`src/rtl/core/bdt_pkg.sv`:
```
`timescale 1ns / 1ps

package bdt_pkg;

  localparam int unsigned ToneW     = 20;
  localparam int unsigned DurW      = 8;
  localparam int unsigned CharW     = 8;
  localparam int unsigned CodeW     = 5;
  localparam int unsigned FrameBits = 8;
  localparam int unsigned CfgIdxW   = 2;

  localparam logic [CodeW-1:0] CodeFigs = 5'h1b;
  localparam logic [CodeW-1:0] CodeLtrs = 5'h1f;

  localparam logic [ToneW-1:0] MarkToneRst  = 20'd2125;
  localparam logic [ToneW-1:0] SpaceToneRst = 20'd1955;
  localparam logic [DurW-1:0]  DurRst       = 8'd22;

  localparam logic [CfgIdxW-1:0] CfgMarkTone  = 2'd0;
  localparam logic [CfgIdxW-1:0] CfgSpaceTone = 2'd1;
  localparam logic [CfgIdxW-1:0] CfgBitDur    = 2'd2;

  typedef struct packed {
    logic             hit;
    logic             figs;
    logic             keep_shift;
    logic [CodeW-1:0] code;
  } lookup_t;

  // bits are sent msb first; dbl set when a shift frame precedes the char frame
  typedef struct packed {
    logic [2*FrameBits-1:0] bits;
    logic                   dbl;
  } frame_t;

  function automatic logic [CodeW-1:0] figs_code(input logic [CharW-1:0] ch,
                                                  output logic hit);
    logic [CodeW-1:0] c;
    hit = 1'b1;
    c   = '0;
    case (ch)
      8'h20: c = 5'h04;
      8'h0d: c = 5'h08;
      8'h0a: c = 5'h02;
      8'h31: c = 5'h1d;
      8'h32: c = 5'h19;
      8'h33: c = 5'h10;
      8'h34: c = 5'h0a;
      8'h35: c = 5'h01;
      8'h36: c = 5'h15;
      8'h37: c = 5'h1c;
      8'h38: c = 5'h0c;
      8'h39: c = 5'h03;
      8'h30: c = 5'h0d;
      8'h2d: c = 5'h18;
      8'h07: c = 5'h14;
      8'h40: c = 5'h12;
      8'h21: c = 5'h16;
      8'h26: c = 5'h0b;
      8'h23: c = 5'h05;
      8'h27: c = 5'h1a;
      8'h28: c = 5'h1e;
      8'h29: c = 5'h09;
      8'h22: c = 5'h11;
      8'h2f: c = 5'h17;
      8'h3a: c = 5'h0e;
      8'h3b: c = 5'h0f;
      8'h3f: c = 5'h13;
      8'h2c: c = 5'h06;
      8'h2e: c = 5'h07;
      default: hit = 1'b0;
    endcase
    return c;
  endfunction

  function automatic logic [CodeW-1:0] ltrs_code(input logic [CharW-1:0] ch,
                                                  output logic hit);
    logic [CodeW-1:0] c;
    hit = 1'b1;
    c   = '0;
    case (ch)
      8'h51: c = 5'h1d;
      8'h57: c = 5'h19;
      8'h45: c = 5'h10;
      8'h52: c = 5'h0a;
      8'h54: c = 5'h01;
      8'h59: c = 5'h15;
      8'h55: c = 5'h1c;
      8'h49: c = 5'h0c;
      8'h4f: c = 5'h03;
      8'h50: c = 5'h0d;
      8'h41: c = 5'h18;
      8'h53: c = 5'h14;
      8'h44: c = 5'h12;
      8'h46: c = 5'h16;
      8'h47: c = 5'h0b;
      8'h48: c = 5'h05;
      8'h4a: c = 5'h1a;
      8'h4b: c = 5'h1e;
      8'h4c: c = 5'h09;
      8'h5a: c = 5'h11;
      8'h58: c = 5'h17;
      8'h43: c = 5'h0e;
      8'h56: c = 5'h0f;
      8'h42: c = 5'h13;
      8'h4e: c = 5'h06;
      8'h4d: c = 5'h07;
      default: hit = 1'b0;
    endcase
    return c;
  endfunction

  function automatic lookup_t lookup_char(input logic [CharW-1:0] ch);
    lookup_t          r;
    logic             fhit;
    logic             lhit;
    logic [CodeW-1:0] fcode;
    logic [CodeW-1:0] lcode;
    logic [CharW-1:0] up;
    fcode = figs_code(ch, fhit);
    up    = ((ch >= 8'h61) && (ch <= 8'h7a)) ? (ch - 8'h20) : ch;
    lcode = ltrs_code(up, lhit);
    r.hit        = fhit | lhit;
    r.figs       = fhit;
    r.code       = fhit ? fcode : lcode;
    // space, cr and lf stay in the current shift
    r.keep_shift = fhit && ((ch == 8'h20) || (ch == 8'h0d) || (ch == 8'h0a));
    return r;
  endfunction

endpackage

```
`src/rtl/core/bdt_char_if.sv`:
```
`timescale 1ns / 1ps

interface bdt_char_if;
  import bdt_pkg::*;

  logic             valid;
  logic             ready;
  logic [CharW-1:0] ascii_char;
  logic             start_of_message;

  modport source (output valid, ascii_char, start_of_message, input ready);
  modport sink (input valid, ascii_char, start_of_message, output ready);
endinterface

```
`src/rtl/core/bdt_bit_if.sv`:
```
`timescale 1ns / 1ps

interface bdt_bit_if;
  import bdt_pkg::*;

  logic             valid;
  logic             ready;
  logic [ToneW-1:0] tone_hz;
  logic             line_bit;
  logic [DurW-1:0]  duration_ms;
  logic             last;

  modport source (output valid, tone_hz, line_bit, duration_ms, last, input ready);
  modport sink (input valid, tone_hz, line_bit, duration_ms, last, output ready);
endinterface

```
`src/rtl/core/bdt_encode.sv`:
```
`timescale 1ns / 1ps

module bdt_encode (
  input  logic            clk_i,
  input  logic            rst_ni,
  bdt_char_if.sink        char_i,
  output logic            frm_valid_o,
  output bdt_pkg::frame_t frm_o,
  input  logic            frm_ready_i
);
  import bdt_pkg::*;

  typedef enum logic [1:0] {
    ShiftNone = 2'd0,
    ShiftFigs = 2'd1,
    ShiftLtrs = 2'd2
  } shift_e;

  shift_e  shift_q, shift_d, mode, need;
  logic    frm_valid_q, frm_valid_d;
  frame_t  frm_q, frm_d;
  lookup_t lk;
  logic    accept;
  logic    send_shift;
  logic [FrameBits-1:0] char_fr;
  logic [FrameBits-1:0] shift_fr;

  assign char_i.ready = !frm_valid_q || frm_ready_i;
  assign accept       = char_i.valid && char_i.ready;

  always_comb begin
    lk         = lookup_char(char_i.ascii_char);
    mode       = char_i.start_of_message ? ShiftNone : shift_q;
    need       = lk.figs ? ShiftFigs : ShiftLtrs;
    send_shift = lk.hit && !lk.keep_shift && (mode != need);
    char_fr    = {1'b0, lk.code, 2'b11};
    shift_fr   = {1'b0, (lk.figs ? CodeFigs : CodeLtrs), 2'b11};
    frm_d.dbl  = send_shift;
    frm_d.bits = send_shift ? {shift_fr, char_fr} : {char_fr, {FrameBits{1'b1}}};

    shift_d     = shift_q;
    frm_valid_d = frm_valid_q;
    if (accept) begin
      shift_d     = (lk.hit && !lk.keep_shift) ? need : mode;
      frm_valid_d = lk.hit;
    end else if (frm_ready_i) begin
      frm_valid_d = 1'b0;
    end
  end

  always_ff @(posedge clk_i or negedge rst_ni) begin
    if (!rst_ni) begin
      shift_q     <= ShiftNone;
      frm_valid_q <= 1'b0;
    end else begin
      shift_q     <= shift_d;
      frm_valid_q <= frm_valid_d;
    end
  end

  always_ff @(posedge clk_i) begin
    if (accept) begin
      frm_q <= frm_d;
    end
  end

  assign frm_valid_o = frm_valid_q;
  assign frm_o       = frm_q;

endmodule

```
`src/rtl/core/bdt_shifter.sv`:
```
`timescale 1ns / 1ps

module bdt_shifter (
  input  logic                     clk_i,
  input  logic                     rst_ni,
  input  logic                     frm_valid_i,
  input  bdt_pkg::frame_t          frm_i,
  output logic                     frm_ready_o,
  input  logic [bdt_pkg::ToneW-1:0] mark_tone_i,
  input  logic [bdt_pkg::ToneW-1:0] space_tone_i,
  input  logic [bdt_pkg::DurW-1:0]  bit_dur_i,
  bdt_bit_if.source                bit_o
);
  import bdt_pkg::*;

  localparam int unsigned CntW = $clog2(2 * FrameBits + 1);

  logic [2*FrameBits-1:0] sh_q, sh_d;
  logic [CntW-1:0]        cnt_q, cnt_d;
  logic                   out_valid_q, out_valid_d;
  logic                   bit_q, last_q;
  logic [ToneW-1:0]       tone_q;
  logic [DurW-1:0]        dur_q;
  logic                   adv;
  logic                   load;

  assign adv         = (cnt_q != '0) && (!out_valid_q || bit_o.ready);
  assign frm_ready_o = (cnt_q == '0) || ((cnt_q == CntW'(1)) && adv);
  assign load        = frm_valid_i && frm_ready_o;

  always_comb begin
    sh_d        = sh_q;
    cnt_d       = cnt_q;
    out_valid_d = out_valid_q;
    if (adv) begin
      sh_d  = {sh_q[2*FrameBits-2:0], 1'b1};
      cnt_d = cnt_q - CntW'(1);
    end
    if (load) begin
      sh_d  = frm_i.bits;
      cnt_d = frm_i.dbl ? CntW'(2 * FrameBits) : CntW'(FrameBits);
    end
    if (adv) begin
      out_valid_d = 1'b1;
    end else if (bit_o.ready) begin
      out_valid_d = 1'b0;
    end
  end

  always_ff @(posedge clk_i or negedge rst_ni) begin
    if (!rst_ni) begin
      cnt_q       <= '0;
      out_valid_q <= 1'b0;
    end else begin
      cnt_q       <= cnt_d;
      out_valid_q <= out_valid_d;
    end
  end

  always_ff @(posedge clk_i) begin
    sh_q <= sh_d;
    if (adv) begin
      bit_q  <= sh_q[2*FrameBits-1];
      last_q <= (cnt_q == CntW'(1));
      tone_q <= sh_q[2*FrameBits-1] ? mark_tone_i : space_tone_i;
      dur_q  <= bit_dur_i;
    end
  end

  assign bit_o.valid       = out_valid_q;
  assign bit_o.line_bit    = bit_q;
  assign bit_o.last        = last_q;
  assign bit_o.tone_hz     = tone_q;
  assign bit_o.duration_ms = dur_q;

endmodule

```
`src/rtl/core/baudot_rtty_char_serializer.sv`:
```
`timescale 1ns / 1ps
// channel   dir  payload                                   transfer
// char_i    in   ascii_char[7:0], start_of_message         valid & ready
// bit_o     out  tone_hz[19:0], line_bit, duration_ms[7:0], last
//                                                          valid & ready
// cfg       in   cfg_we_i, cfg_idx_i[1:0], cfg_data_i[19:0] write on cfg_we_i
//
// a character gives 8 bits, or 16 when a figs/ltrs shift frame goes first
// the bit shifter sends one bit per cycle while bit_o is not stalled
// the encode stage holds the next character's frame while the shifter is busy
// unknown characters are accepted and give no bits
// reset clears shift mode and all valids; tone and duration go to defaults
// a stall on bit_o holds the output register and backs up to char_i.ready

module baudot_rtty_char_serializer (
  input  logic                        clk_i,
  input  logic                        rst_ni,
  input  logic                        cfg_we_i,
  input  logic [bdt_pkg::CfgIdxW-1:0] cfg_idx_i,
  input  logic [bdt_pkg::ToneW-1:0]   cfg_data_i,
  bdt_char_if.sink                    char_i,
  bdt_bit_if.source                   bit_o
);
  import bdt_pkg::*;

  logic [ToneW-1:0] mark_q;
  logic [ToneW-1:0] space_q;
  logic [DurW-1:0]  dur_q;
  logic             frm_valid;
  logic             frm_ready;
  frame_t           frm;

  always_ff @(posedge clk_i or negedge rst_ni) begin
    if (!rst_ni) begin
      mark_q  <= MarkToneRst;
      space_q <= SpaceToneRst;
      dur_q   <= DurRst;
    end else if (cfg_we_i) begin
      case (cfg_idx_i)
        CfgMarkTone:  mark_q  <= cfg_data_i;
        CfgSpaceTone: space_q <= cfg_data_i;
        CfgBitDur:    dur_q   <= cfg_data_i[DurW-1:0];
        default: ;
      endcase
    end
  end

  bdt_encode u_encode (
    .clk_i       (clk_i),
    .rst_ni      (rst_ni),
    .char_i      (char_i),
    .frm_valid_o (frm_valid),
    .frm_o       (frm),
    .frm_ready_i (frm_ready)
  );

  bdt_shifter u_shifter (
    .clk_i        (clk_i),
    .rst_ni       (rst_ni),
    .frm_valid_i  (frm_valid),
    .frm_i        (frm),
    .frm_ready_o  (frm_ready),
    .mark_tone_i  (mark_q),
    .space_tone_i (space_q),
    .bit_dur_i    (dur_q),
    .bit_o        (bit_o)
  );

  a_frame_hold: assert property (@(posedge clk_i) disable iff (!rst_ni)
    frm_valid && !frm_ready |=> frm_valid && $stable(frm))
    else $error("frame changed while stalled");

  a_tone_match: assert property (@(posedge clk_i) disable iff (!rst_ni)
    bit_o.valid |-> (bit_o.tone_hz == (bit_o.line_bit ? mark_q : space_q))
                    && (bit_o.duration_ms == dur_q))
    else $error("tone or duration does not match configuration");

  a_last_stop: assert property (@(posedge clk_i) disable iff (!rst_ni)
    bit_o.valid && bit_o.last |-> bit_o.line_bit)
    else $error("last bit of a character is not a stop bit");

endmodule

```
`src/flat_wrapper.sv`:
```
// flat-port wrapper written by rule: the top's interface ports become plain ports
module baudot_rtty_char_serializer_flat import bdt_pkg::*;
  (clk_i, rst_ni, cfg_we_i, cfg_idx_i, cfg_data_i, char_i_valid, char_i_ascii_char, char_i_start_of_message, char_i_ready, bit_o_valid, bit_o_tone_hz, bit_o_line_bit, bit_o_duration_ms, bit_o_last, bit_o_ready);
  bdt_char_if char_i_i ();
  bdt_bit_if bit_o_i ();
  input  logic clk_i;
  input  logic rst_ni;
  input  logic cfg_we_i;
  input  logic [bdt_pkg::CfgIdxW-1:0] cfg_idx_i;
  input  logic [bdt_pkg::ToneW-1:0] cfg_data_i;
  input wire logic [$bits(char_i_i.valid)-1:0] char_i_valid;
  input wire logic [$bits(char_i_i.ascii_char)-1:0] char_i_ascii_char;
  input wire logic [$bits(char_i_i.start_of_message)-1:0] char_i_start_of_message;
  output wire logic [$bits(char_i_i.ready)-1:0] char_i_ready;
  output wire logic [$bits(bit_o_i.valid)-1:0] bit_o_valid;
  output wire logic [$bits(bit_o_i.tone_hz)-1:0] bit_o_tone_hz;
  output wire logic [$bits(bit_o_i.line_bit)-1:0] bit_o_line_bit;
  output wire logic [$bits(bit_o_i.duration_ms)-1:0] bit_o_duration_ms;
  output wire logic [$bits(bit_o_i.last)-1:0] bit_o_last;
  input wire logic [$bits(bit_o_i.ready)-1:0] bit_o_ready;
  assign char_i_i.valid = char_i_valid;
  assign char_i_i.ascii_char = char_i_ascii_char;
  assign char_i_i.start_of_message = char_i_start_of_message;
  assign char_i_ready = char_i_i.ready;
  assign bit_o_valid = bit_o_i.valid;
  assign bit_o_tone_hz = bit_o_i.tone_hz;
  assign bit_o_line_bit = bit_o_i.line_bit;
  assign bit_o_duration_ms = bit_o_i.duration_ms;
  assign bit_o_last = bit_o_i.last;
  assign bit_o_i.ready = bit_o_ready;
  baudot_rtty_char_serializer u_core (.clk_i(clk_i), .rst_ni(rst_ni), .cfg_we_i(cfg_we_i), .cfg_idx_i(cfg_idx_i), .cfg_data_i(cfg_data_i), .char_i(char_i_i), .bit_o(bit_o_i));
endmodule
```
`config.mk`:
```
export PLATFORM = sky130hd
export DESIGN_NAME = baudot_rtty_char_serializer_flat
export DESIGN_NICKNAME = d
export VERILOG_FILES = /design/src/rtl/core/bdt_pkg.sv /design/src/rtl/core/bdt_char_if.sv /design/src/rtl/core/bdt_bit_if.sv /design/src/rtl/core/bdt_encode.sv /design/src/rtl/core/bdt_shifter.sv /design/src/rtl/core/baudot_rtty_char_serializer.sv /design/src/flat_wrapper.sv
export SDC_FILE = /design/constraint.sdc
export NUM_CORES = 1
export LEC_CHECK = 0
export BUFFER_PORTS_ARGS = -buffer_cell sky130_fd_sc_hd__buf_2
export CAP_MARGIN = 20
export CORE_ASPECT_RATIO = 1.2
export CORE_UTILIZATION = 58
export CTS_CLUSTER_DIAMETER = 50
export CTS_CLUSTER_SIZE = 16
export DETAILED_ROUTE_END_ITERATION = 8
export GPL_TIMING_DRIVEN = 0
export PLACE_DENSITY_LB_ADDON = 0.12
export SLEW_MARGIN = 25
export SYNTH_ARGS = -nofsm -noshare
export SYNTH_HDL_FRONTEND = slang
export SYNTH_SLANG_ARGS = --single-unit
```
`constraint.sdc`:
```
create_clock -name clk_i -period 4.15 [get_ports clk_i]
set_clock_uncertainty 0.1 [all_clocks]
set_input_delay 0.415 -clock clk_i [delete_from_list [all_inputs] [get_ports clk_i]]
set_output_delay 0.415 -clock clk_i [all_outputs]
set_load 0.1 [all_outputs]
```
### Word-level counts from Yosys, hierarchy flattened

Cells that the tools add are included.

* register bits: 120
* output and inout port bits: 32
* word-level logic and storage cells: 127
* bits of input ports: 36

* add/sub/neg operators: 2
* eq/ne operators: 59
* bitwise operators: 1
* reductions and logical operators: 27
* multiplexer cells: 21
* $lt $le $gt $ge: 2

Operators with widths (number)
* equality test 8 x 7 -> 1 bit (second input constant): 27
* equality test 8 x 6 -> 1 bit (second input constant): 25
* case mux 5 bit (29 select lines): 1
* case mux 5 bit (26 select lines): 1
* two-way mux 16 bit: 2
* OR reduction 29 bit: 1
* OR reduction 26 bit: 1
* two-way mux 20 bit: 1
* two-way mux 5 bit: 4
* equality test 8 x 4 -> 1 bit (second input constant): 2
* two-way mux 15 bit: 1
* equality test 8 x 3 -> 1 bit (second input constant): 1
* >= comparator 8 x 7 -> 1 bit (second input constant): 1
* less-or-equal comparator 8 x 7 -> 1 bit (second input constant): 1
* logical AND 1 bit: 8
* two-way mux 8 bit: 1
* subtractor 8 x 6 -> 8 bit (second input constant): 1
* two-way mux 1 bit: 6
* two-way mux 2 bit: 3
* AND reduction 2 bit: 3
* nonzero test 2 bit: 3
* equality test 5 x 1 -> 1 bit (second input constant): 1
* logical NOT 5 bit: 1
* logical OR 1 bit: 5
* other kinds (9): 11

### Longest topological paths before layout

Gate-level depths: netlist of the first run.

* depth in word-level cells: 10
* gate-level depth with buffers: 11
* mapped depth without buffers: 10

### By module

Synthesis of the first run repeated with hierarchy kept, for this count alone.

* cells, all modules: 434
* area total of the unflattened synthesis: 5655.4 um2

Modules (own cells, without submodules)
* bdt_shifter: times used 1, seq. area each 1531.5 um2, cells each 124, area an instance 2182.1 um2
* baudot_rtty_char_serializer: times used 1, seq. area each 1219.9 um2, cells each 103, area an instance 1821.7 um2
* bdt_encode: times used 1, seq. area each 435.4 um2, cells each 207, area an instance 1651.6 um2

### Worst setup path before layout of the first run

Ideal clock, no wire load.

* path type: flip-flop to flip-flop
* start point: reg u_core.u_shifter.out_valid_q (netlist: u_core.u_shifter.bit_o.valid)
* end point: reg u_core.u_shifter.sh_q[10], enable pin
* slack: 0.515 ns
* path buffers: 0
* data required time: 3.721 ns
* library setup time: 0.329 ns
* clock period less this slack: 3.635 ns
* cell stages (with the launch flop): 4
* arrival: 3.206 ns
* path through: dfrtp_1 nand2b_1 a21boi_1 or2_2

* longest elaborated chain between the ends: 7

RTL lines
* from (decl): line bdt_shifter.sv:20 `logic out_valid_q, out_valid_d;`
* from (signal assigned): line bdt_shifter.sv:56 `out_valid_q <= out_valid_d;`
* logical NOT 1 bit *: line bdt_shifter.sv:27 `assign adv = (cnt_q != '0) && (!out_valid_q || bit_o.ready);`
* logical OR 1 bit *: line bdt_shifter.sv:27
* logical AND 1 bit *: line bdt_shifter.sv:27
* named net u_core.u_shifter.adv: line bdt_shifter.sv:24 `logic adv;`
* logical AND 1 bit: line bdt_shifter.sv:28 `assign frm_ready_o = (cnt_q == '0) || ((cnt_q == CntW'(1)) && adv);`
* logical OR 1 bit: line bdt_shifter.sv:28
* logical AND 1 bit: line bdt_shifter.sv:29 `assign load = frm_valid_i && frm_ready_o;`
* nonzero test 2 bit (no source line) *
* to (signal assigned): line bdt_shifter.sv:61 `sh_q <= sh_d;`
* to (decl): line bdt_shifter.sv:18 `logic [2*FrameBits-1:0] sh_q, sh_d;`

Mark *: on every way through the listed nets, which the timed path passes. The rest lies on a longest branch.
A chain may end at the register's enable or synchronous reset.

### Worst setup path after layout of the first run

* start point: reg u_core.u_shifter.cnt_q[2]
* end point: out char_i_ready

* longest elaborated chain between the ends: 5
* elaborated cells on any way between the ends: 7
* classes of those cells: eq/ne (1); reduce/logical (6)

RTL lines
* from (decl): line bdt_shifter.sv:19 `logic [CntW-1:0] cnt_q, cnt_d;`
* from (signal assigned): line bdt_shifter.sv:55 `cnt_q <= cnt_d;`
* nonzero test 5 bit: line bdt_shifter.sv:27
* logical AND 1 bit: line bdt_shifter.sv:27
* logical AND 1 bit: line bdt_shifter.sv:28
* logical OR 1 bit *: line bdt_shifter.sv:28
* logical OR 1 bit *: line bdt_encode.sv:28 `assign char_i.ready = !frm_valid_q || frm_ready_i;`
* to (decl): line flat_wrapper.sv:14 `output wire logic [$bits(char_i_i.ready)-1:0] char_i_ready;`

Every way passes the cells marked *; elsewhere a longest branch is shown, timed or not.

==> results of run 1 <==
[per-layer routing]
layer	share of wire (%)	GRT usage (%)
met1	40	31.82
met4	3.7	15.31
met5	0	0
met2	51	46.37
met3	5.7	5.718
[Yosys cell counts (4+ instances only)]
cell      instances
mux2_2           79
edfxtp_1         56
dfrtp_1          42
nand2_1          36
nor2_1           17
dfstp_2          15
a21oi_1          13
nor2b_1          11
buf_2            10
o21ai_0          10
inv_1             9
clkbuf_1          8
nand3_1           8
nor3_1            8
nand2b_1          6
nor3b_1           6
and2_1            5
xnor2_1           5
a22o_1            4
and3b_1           4
buf_6             4
ha_1              4
or2_2             4
[path summary, 6_finish.rpt]
path | startpoint | to | slack, ns | cells after the start
worst max-delay path | u_core.u_shifter.cnt_q[2] | char_i_ready | 1.27 | 4
worst min-delay path | char_i_valid | u_core.u_encode.frm_valid_o | 0.03 | 3
worst max register to register | u_core.u_shifter.cnt_q[2] | u_core.u_shifter.sh_q[11] | 1.51 | 6
worst min register to register | u_core.dur_q[3] | u_core.u_shifter.bit_o.duration_ms[3] | 0.35 | 0
max in group asynchronous | rst_ni | u_core.u_shifter.cnt_q[2] | 3.05 | 2
min in group asynchronous | rst_ni | u_core.dur_q[7] | 0.40 | 2
[sequential cells by signal, summed over array words and instances (netlist names)]
register                            count
u_core.space_q                         20
u_core.u_shifter.bit_o.valid            1
u_core.u_encode.frm_o                  12
u_core.dur_q                            8
u_core.u_shifter.bit_o.duration_ms      8
u_core.u_encode.frm_valid_o             1
u_core.u_shifter.sh_q                  14
u_core.u_encode.shift_q                 2
u_core.u_shifter.bit_o.last             1
u_core.u_shifter.bit_o.tone_hz         20
u_core.mark_q                          20
u_core.u_shifter.cnt_q                  5
u_core.u_shifter.bit_o.line_bit         1
[final cells by class]
cell class | count | area [um2]
sequential | 113 | 3127
fill | 637 | 2455
multi-input combinational | 283 | 2227
clock buffer | 22 | 462.9
timing repair buffer | 69 | 385.4
tap | 120 | 150.1
buffer | 24 | 140.1
clock inverter | 10 | 133.9
inverter | 12 | 47.55
[power breakdown]
| part | internal [uW] | total (uW) | switching, uW | leakage (uW) |
|---|---|---|---|---|
| combinational | 388 | 1420 | 1030 | 0.00121 |
| clock | 956 | 1430 | 478 | 0.000282 |
| sequential | 1550 | 1670 | 119 | 0.00118 |
| total | 2900 | 4520 | 1630 | 0.00267 |
[cell families after synthesis]
| group | Yosys count |
|---|---|
| adder cells (fa/ha/maj) | 4 |
| buffers and inverters | 36 |
| AO/OA/AOI/OAI | 72 |
| flip-flops | 113 |
| XOR/XNOR | 5 |
| AND/OR/NAND/NOR | 121 |
| multiplexers | 81 |
[worst register-to-register path: stages (launching register included)]
cell and delay, ns:
dfrtp_1 0.42, nor3_1 0.52, nor2b_1 0.28, and2_1 0.14, buf_2 0.23, buf_2 0.26, or2_2 0.35
[through the flow]
stage          cell area (um2)  std cells
6_report                  6674        653
5_1_grt                   6674        653
4_1_cts                   6674        653
3_5_place_dp              6067        620
3_3_place_gp              6011        618
2_1_floorplan             5530        432
[timing repair]
item | in CTS | in global routing
setup endpoints to repair | 0 | 0
hold endpoints to repair | 42 | 0
hold buffers | 1 | 0
==> impl_metrics.toml, run 1 <==
[outcome]
outcome = "finished clean"

[setup_path]
required_ns = 3.63
cp_data_arrival_time_ns = 2.37
critPathTopFamily = "simple AND/OR/NAND/NOR gates"
worst_setup_path_end_kind = "primary output"
criticalPathCategory = "flop to primary output"
path_buf_inv = 1
start_kind = "flop"
cpPeakStageDelay_ns = 0.52
path_cells = "nor3_1, nor2b_1, nand2b_1, buf_2"
critPathMaxFanout = 4
slowest_stage = "nor3_1"

[global_routing]
antenna_found_initial = 0
grt_overflow = 0
grt_pass1_vias = 3977
grt_pass1_wl_um = 20110
grt_start_max_net_pins = 58
grt_use_total_pct = 27.02

[synth]
ys_seq_elements = 113
syn_area_um2 = 5530
seq_area_frac_synth_pct = 56.54
synthAdderAreaFrac_pct = 0.9050
synth_edf_count = 56
yosys_warnings = 0
synth_area_leader_cell = "edfxtp_1"
synth_top_family_by_area = "multiplexers"
netlist.area_leader.share_pct = 30.41
synth_flop_cell = "edfxtp_1"
synth_mux_area_share_pct = 16.54
synth_area_per_cell_um2 = 12.80
async_flop_share_pct = 50.44
synthSimpleGateAreaFrac_pct = 11.67
synthCells = 432
synth_compound_area_share_pct = 10.16
synth_cell_types = 70
syn_nets = 472
synth_area_leaders = "edfxtp_1 (30%), dfrtp_1 (19%), mux2_2 (16%)"
synth_xor_area_share_pct = 0.7919

[sta]
fin_crit_sh_pct = 69.42
rsz0062_at_grt = "no"
hold_slack_ns = 0.03148
fmaxAchievable_mhz = 347.1
final_hold_viol_count = 0
relSlewSlack_pct = 51.53
setup_viol = 0
tightest_slew_ns = 0.7271
fin_tns_setup_ns = 0
slew_viol_final = 0
fin_crit_ns = 2.881
fin_ws_ns = 1.269

[die]
die_w_um = 91.14
die_y_um = 109.0
die_area_um2 = 9931
row_count = 38
coreArea_um2 = 9129
start_util_pct = 60.58
io_pins = 68

[placed_design]
pre_cts_ws_ns = 0.9927
numPortBuffers = 66
place_hpwl_um = 8114
gp_congestion = 0.9801

[run]
max_cap_viol_count = 0

[routing]
post_drt_via_cell_ratio = 5.936
vias = 3876
wirelength_um = 12260
drtIter0Drc = 234
route.detailed.drc = 0
ant_nets = 0
first_pass_iters = 5
wl_per_cell_um = 18.78

[finish]
layout_common_cells = "mux2_2 (79), buf_2 (75), edfxtp_1 (56)"
finish.utilization_pct = 73.11
nets = 560
final_common_cell = "mux2_2"
drive_gt1_share_pct = 42.59
areaGrowthSynthToFinish_pct = 20.68
diodes = 0

[clocking]
root_buffer = "clkbuf_8"
clk_latency_ns = 0.51
cts_tree = "yes"
post-cts-setup-buffers = 0
path_clk_slew_ns = 0.05
cts-resized-gates = 0
clk_path_buf_depth = 2
cts_max_level = 4
cts.sinks = 113
numCtsBuffers = 17

[power_and_ir_drop]
power_uw = 4524
power_density_nw_per_um2 = 677.9
power.leakage_uw = 0.002673
ir_worst_vdd_mv = 0.5296

[min_path]
min_path_type = "input port to flop"
Note: power is estimated with default switching activity, not from simulation.
==> run 2: changes to the inputs <==
- ABC_AREA: unset -> 1
- clock period: 4.15 -> 2.9 ns (I/O delays scaled with it)
==> run 2 against run 1 <==
Against the previous run:
- hold slack better by 0.0092 ns
- die area down 1.1%
- global-route usage up 6.2 points
- sequential power up 47%
- core utilization up 1.3 points
- largest cell class unchanged
- final cell count up 26%
- wire length up 25%
- highest routed layer unchanged
- synthesized area down 1.2%
- non-clock buffer count up 10
==> impl_metrics.toml, run 2 <==
[outcome]
outcome = "finished clean"

[routing]
post_drt_via_cell_ratio = 5.753
drtIter0Drc = 366
route.detailed.drc = 0
vias = 4735
ant_nets = 0
first_pass_iters = 6
wl_per_cell_um = 18.65
wirelength_um = 15350

[sta]
fmaxAchievable_mhz = 418.1
relSlewSlack_pct = 47.29
fin_crit_sh_pct = 82.47
fin_tns_setup_ns = 0
setup_viol = 0
fin_crit_ns = 2.392
final_hold_viol_count = 0
tightest_slew_ns = 0.7895
slew_viol_final = 0
rsz0062_at_grt = "no"

[clocking]
cts_max_level = 4
post-cts-setup-buffers = 0
numCtsBuffers = 17
cts-resized-gates = 0
clk_path_buf_depth = 2
cts_tree = "yes"
path_clk_slew_ns = 0.05
cts.sinks = 113
root_buffer = "clkbuf_8"
clk_latency_ns = 0.52

[setup_path]
path_cells = "inv_1, ha_1, nand2_1, nor2_1, nand2_1, nand3_2, buf_2"
reg2reg_slack_ns = 0.62
required_ns = 2.51
cp_data_arrival_time_ns = 2.00
start_kind = "flop"
worst_r2r_path_depth = 11
slowest_stage = "buf_2"
cpPeakStageDelay_ns = 0.43
path_buf_inv = 2
criticalPathCategory = "flop to primary output"
reg2reg_to = "u_core.u_shifter.sh_q[4]"
cp-startpoint = "u_core.u_shifter.cnt_q[1]"
rr_startpoint = "u_core.u_shifter.cnt_q[1]"
critPathMaxFanout = 3
path_common_cell = "nand2_1"
critPathTopFamily = "buffers and inverters"
worst_setup_path_end_kind = "primary output"

[global_routing]
antenna_found_initial = 0
grt_pass1_wl_um = 24390
grt_start_max_net_pins = 58
grt_use_total_pct = 33.21
grt_overflow = 0
grt_pass1_vias = 4849

[synth]
synth_edf_count = 56
synthCells = 583
async_flop_share_pct = 50.44
synth_flop_cell = "edfxtp_1"
synth_common_cells = "nand2_1 (159), inv_1 (68), o21ai_0 (65), edfxtp_1 (56), dfrtp_1 (42)"
yosys_warnings = 0
synth_area_leaders = "edfxtp_1 (31%), dfrtp_1 (19%), nand2_1 (11%)"
syn_nets = 623
synth_area_leader_cell = "edfxtp_1"
synth_cell_types = 42
seq_area_frac_synth_pct = 57.20
synth_area_per_cell_um2 = 9.376
synth_most_common_cell = "nand2_1"
netlist.area_leader.share_pct = 30.76
syn_area_um2 = 5466
ys_seq_elements = 113

[finish]
n_fill_cell = 596
areaGrowthSynthToFinish_pct = 23.60
multi_input_area_um2 = 1989
seq_area_um2 = 3127
fin_area_um2 = 6756
final_common_cell = "nand2_1"
drive_gt1_share_pct = 24.89
layout_common_cells = "nand2_1 (159), inv_1 (67), o21ai_0 (65), buf_2 (65), edfxtp_1 (56)"
diodes = 0
nets = 730

[die]
die_w_um = 90.63
coreArea_um2 = 9081
row_count = 38
die_area_um2 = 9819
start_util_pct = 60.20
die_y_um = 108.4
io_pins = 68

[run]
max_cap_viol_count = 0

[placed_design]
place_hpwl_um = 9289
gp_congestion = 0.9611
place_area_um2 = 5954
numPortBuffers = 66

[power_and_ir_drop]
power_density_nw_per_um2 = 1006
ir_worst_vdd_mv = 0.5839
power.leakage_uw = 0.003223
power_uw = 6799

[min_path]
hold_start = "char_i_valid"
min_to = "u_core.u_encode.shift_q[1]"
hold_depth = 4
min_path_type = "input port to flop"
-- run 2: cell types whose count changed after synthesis, moves of 6 or more --
cell and delta:
nor2b_1 -11, nor2_2 +6, nand2_1 +123, inv_1 +59, nand2_2 +8, o21ai_0 +55
mux2_2 -59, nor2_1 +16, buf_2 -10, nand2b_1 -6, nand3_1 +10
-- run 2: report_power, final --
part / internal [uW] / leakage, uW / switching [uW]
clock: 1300 / 0.000277 / 742
sequential: 2250 / 0.00122 / 205
combinational: 472 / 0.00173 / 1820
total: 4030 / 0.00322 / 2770
-- run 2: per-stage QoR --
step	cells	utilization [%]	hold WS, ns	worst slack (ns)
5_1_grt	823	74.40	0.06507	0.3615
4_1_cts	823	74.40	0.01154	0.5021
3_3_place_gp	769	65.54	0.3326	0.09393
3_5_place_dp	769	65.57	0.2873	0.08642
6_report	823	74.40	0.04070	0.5082
2_1_floorplan	583	-	-0.1056	0.2742
-- run 2: repair_timing --
item	CTS	global route
hold buffers	22	0
endpoints found under the setup margin	0	0
hold endpoints to repair	81	0
-- run 2: how the worst max path moves through the flow --
stage / end / cells after the start
finish: char_i_ready / 7
floorplan: u_core.u_encode.shift_q[0] / 7
CTS: char_i_ready / 7
detailed placement: u_core.u_encode.frm_o[4] / 18
global route: u_core.u_encode.frm_o[7] / 18
global placement: u_core.u_encode.frm_o[4] / 18
-- run 2: final cells by class --
cell class	count	share of cell area [%]
buffer	15	1.000
clock buffer	18	6.185
clock inverter	14	2.426
inverter	76	4.259
multi-input combinational	379	29.44
sequential	113	46.28
tap	120	2.222
timing repair buffer	88	8.185
-- run 2: logic make-up after synthesis --
kind of cell	count (synthesis)	synth area share, %
simple gates	263	21.81
fa+ha+maj	4	0.9156
compound gates	90	9.133
flops	113	57.20
xor+xnor	2	0.3205
mux	20	4.120
buf+inv	91	6.500
-- run 2: layer usage --
| metal | vias up | track usage, % | routed length [um] |
|---|---|---|---|
| met5 | - | 0 | 0 |
| met4 | 0 | 18.20 | 610 |
| met2 | 249 | 60.55 | 8107 |
| li1 | 2152 | - | - |
| met1 | 2284 | 37.07 | 5705 |
| met3 | 50 | 5.556 | 922 |
-- run 2: tightest hold or removal path, cell delays in order --
cell and delay [ns]:
buf_2 0.10, nand2_1 0.09, nand2_1 0.08, nand2_1 0.05
==> run 3: changes to the inputs <==
- CORE_UTILIZATION: 58 -> 52
- clock period: 2.9 -> 2 ns (I/O delays scaled with it)
==> run 3 against run 2 <==
Against the previous run:
- die area increased by 11%
- sequential power is 43% higher
- largest power group unchanged
- wire length is 13% lower
- first-iteration DRC count down 22%
- design area increased by 8.6%
- register-to-register slack worse by 0.49 ns
- global-route usage shrank 7.1 points
- count of clock-buffer cells in the layout is 1 higher
- sequential share of layout area shrank 3.6 points
- hold slack worse by 0.026 ns
- critical path depth increased by 10
==> impl_metrics.toml, run 3 (synthesis results as in run 2) <==
[outcome]
outcome = "finished clean"

[finish]
final_common_cell = "nand2_1"
fin_cells = 845
areaGrowthSynthToFinish_pct = 34.20
finish.utilization_pct = 72.56
drive_gt1_share_pct = 34.49
diodes = 0
layout_common_cells = "nand2_1 (139), o21ai_0 (62), inv_1 (59), buf_2 (59), edfxtp_1 (56)"
nets = 746

[min_path]
hold_depth = 3
min_path_type = "input port to flop"
min_to = "u_core.space_q[1]"
hold_start = "cfg_data_i[1]"

[power_and_ir_drop]
ir_worst_vdd_mv = 0.6469
power.leakage_uw = 0.003412
power_density_nw_per_um2 = 1386

[clocking]
path_clk_slew_ns = 0.05
numCtsBuffers = 17
cts_max_level = 4
clk_path_buf_depth = 2
clk_latency_ns = 0.40
cts_tree = "yes"
root_buffer = "clkbuf_16"
cts.sinks = 113

[setup_path]
worst_r2r_path_depth = 10
cp_data_arrival_time_ns = 2.04
reg2reg_to = "u_core.u_shifter.sh_q[13]"
rr_startpoint = "u_core.u_shifter.cnt_q[1]"
required_ns = 2.06
criticalPathCategory = "input port to flop"
start_kind = "input port"
reg2reg_slack_ns = 0.13
worst_setup_path_end_kind = "flop"
critPathMaxFanout = 8

[sta]
slew_viol_final = 0
tightest_slew_ns = 0.7534
final_hold_viol_count = 0
fmaxAchievable_mhz = 506.7
fin_crit_sh_pct = 98.68
hold_slack_ns = 0.01493
rsz0062_at_grt = "yes"
relSlewSlack_pct = 49.77
setup_viol = 0
fin_crit_ns = 1.974
fin_tns_setup_ns = 0

[die]
die_w_um = 95.60
die_area_um2 = 10930
start_util_pct = 54.07
io_pins = 68
row_count = 40
die_y_um = 114.3
coreArea_um2 = 10110

[global_routing]
grt_pass1_wl_um = 21400
antenna_found_initial = 0
grt_overflow = 0
grt_use_total_pct = 26.14
grt_pass1_vias = 4448
grt_start_max_net_pins = 58

[placed_design]
gp_congestion = 0.9677
place_hpwl_um = 8931
numPortBuffers = 66
dp.cells = 775

[routing]
wl_per_cell_um = 15.89
ant_nets = 0
post_drt_via_cell_ratio = 5.409
wirelength_um = 13430
drtIter0Drc = 286
route.detailed.drc = 0
first_pass_iters = 5
vias = 4571

[run]
max_cap_viol_count = 0
==> run 3: cell types whose count changed in the layout (fill, tap and decap cells not counted), moves of 4 or more <==
cell / delta
nand2_4: +7
nand2_1: -20
nand3_1: -7
buf_12: +4
nor2_4: +6
buf_4: +16
inv_1: -8
buf_2: -6
nand2_2: +13
nand3_4: +5
nor2_1: -9
==> run 3: how the worst max path moves through the flow <==
stage,endpoint,cells past startpoint,slack [ns],start
after detailed placement,u_core.u_encode.frm_o[15],11,-0.58,char_i_ascii_char[0]
after global routing,u_core.u_encode.frm_o[8],17,-0.1,char_i_ascii_char[1]
after CTS,char_i_ready,7,0.004,u_core.u_shifter.cnt_q[1]
final,u_core.u_encode.frm_o[8],17,0.03,char_i_ascii_char[1]
after floorplan,u_core.u_encode.frm_o[12],19,-0.10,char_i_ascii_char[1]
after global placement,u_core.u_encode.frm_o[7],11,-0.58,char_i_ascii_char[0]
==> run 3: where the power goes <==
group | internal (uW) | switching (uW) | leakage, uW
combinational | 836 | 2650 | 0.00189
sequential | 3260 | 266 | 0.00122
clock | 2120 | 1040 | 0.000300
==> run 3: layer usage <==
metal	global-route usage, %	vias to the layer above	routed length, um
met2	46.05	149	7118
met3	5.312	38	618
met1	30.84	2205	5360
li1	-	2179	-
met4	10.45	0	329
met5	0	-	0
==> run 3: worst max-delay path, stage by stage <==
cell and delay, ns:
buf_12 0.11, inv_8 0.04, nor2_4 0.11, inv_2 0.07
nor2_4 0.09, nand2_1 0.07, nand2_2 0.09, nand2_4 0.08
a21oi_4 0.35, nand2_2 0.14, o21ai_2 0.17, inv_2 0.08
nand3_4 0.07, nor2_4 0.04, nand2_4 0.09, nand2_8 0.08
buf_4 0.14
==> run 3: timing repair <==
action	4_1_cts	5_1_grt
hold buffers	20	0
gates cloned	1	1
buffers inserted	4	12
pin swaps	4	24
hold endpoints to repair	76	0
setup endpoints to repair	71	27
gates resized for setup	26	59
==> run 3: area by class of cell <==
type / instances / area [um2]
Fill cell: 734 / 2774
Clock buffer: 19 / 442.9
Timing Repair Buffer: 103 / 738.2
Sequential cell: 113 / 3131
Tap cell: 126 / 157.7
Multi-Input combinational cell: 379 / 2271
Buffer: 15 / 91.34
Inverter: 76 / 312.8
Clock inverter: 13 / 183.9
Timing Repair inverter: 1 / 7.507
==> run 3: through the flow <==
stage / instance area, um2 / setup slack, ns / power (uW)
after detailed placement: 6053 / -0.5762 / 6804
after global placement: 6051 / -0.5822 / 6730
after CTS: 7024 / 0.004096 / 10130
after floorplan: 5563 / -0.1016 / 6211
after global routing: 7336 / -0.09532 / 10580
final: 7336 / 0.02633 / 10170
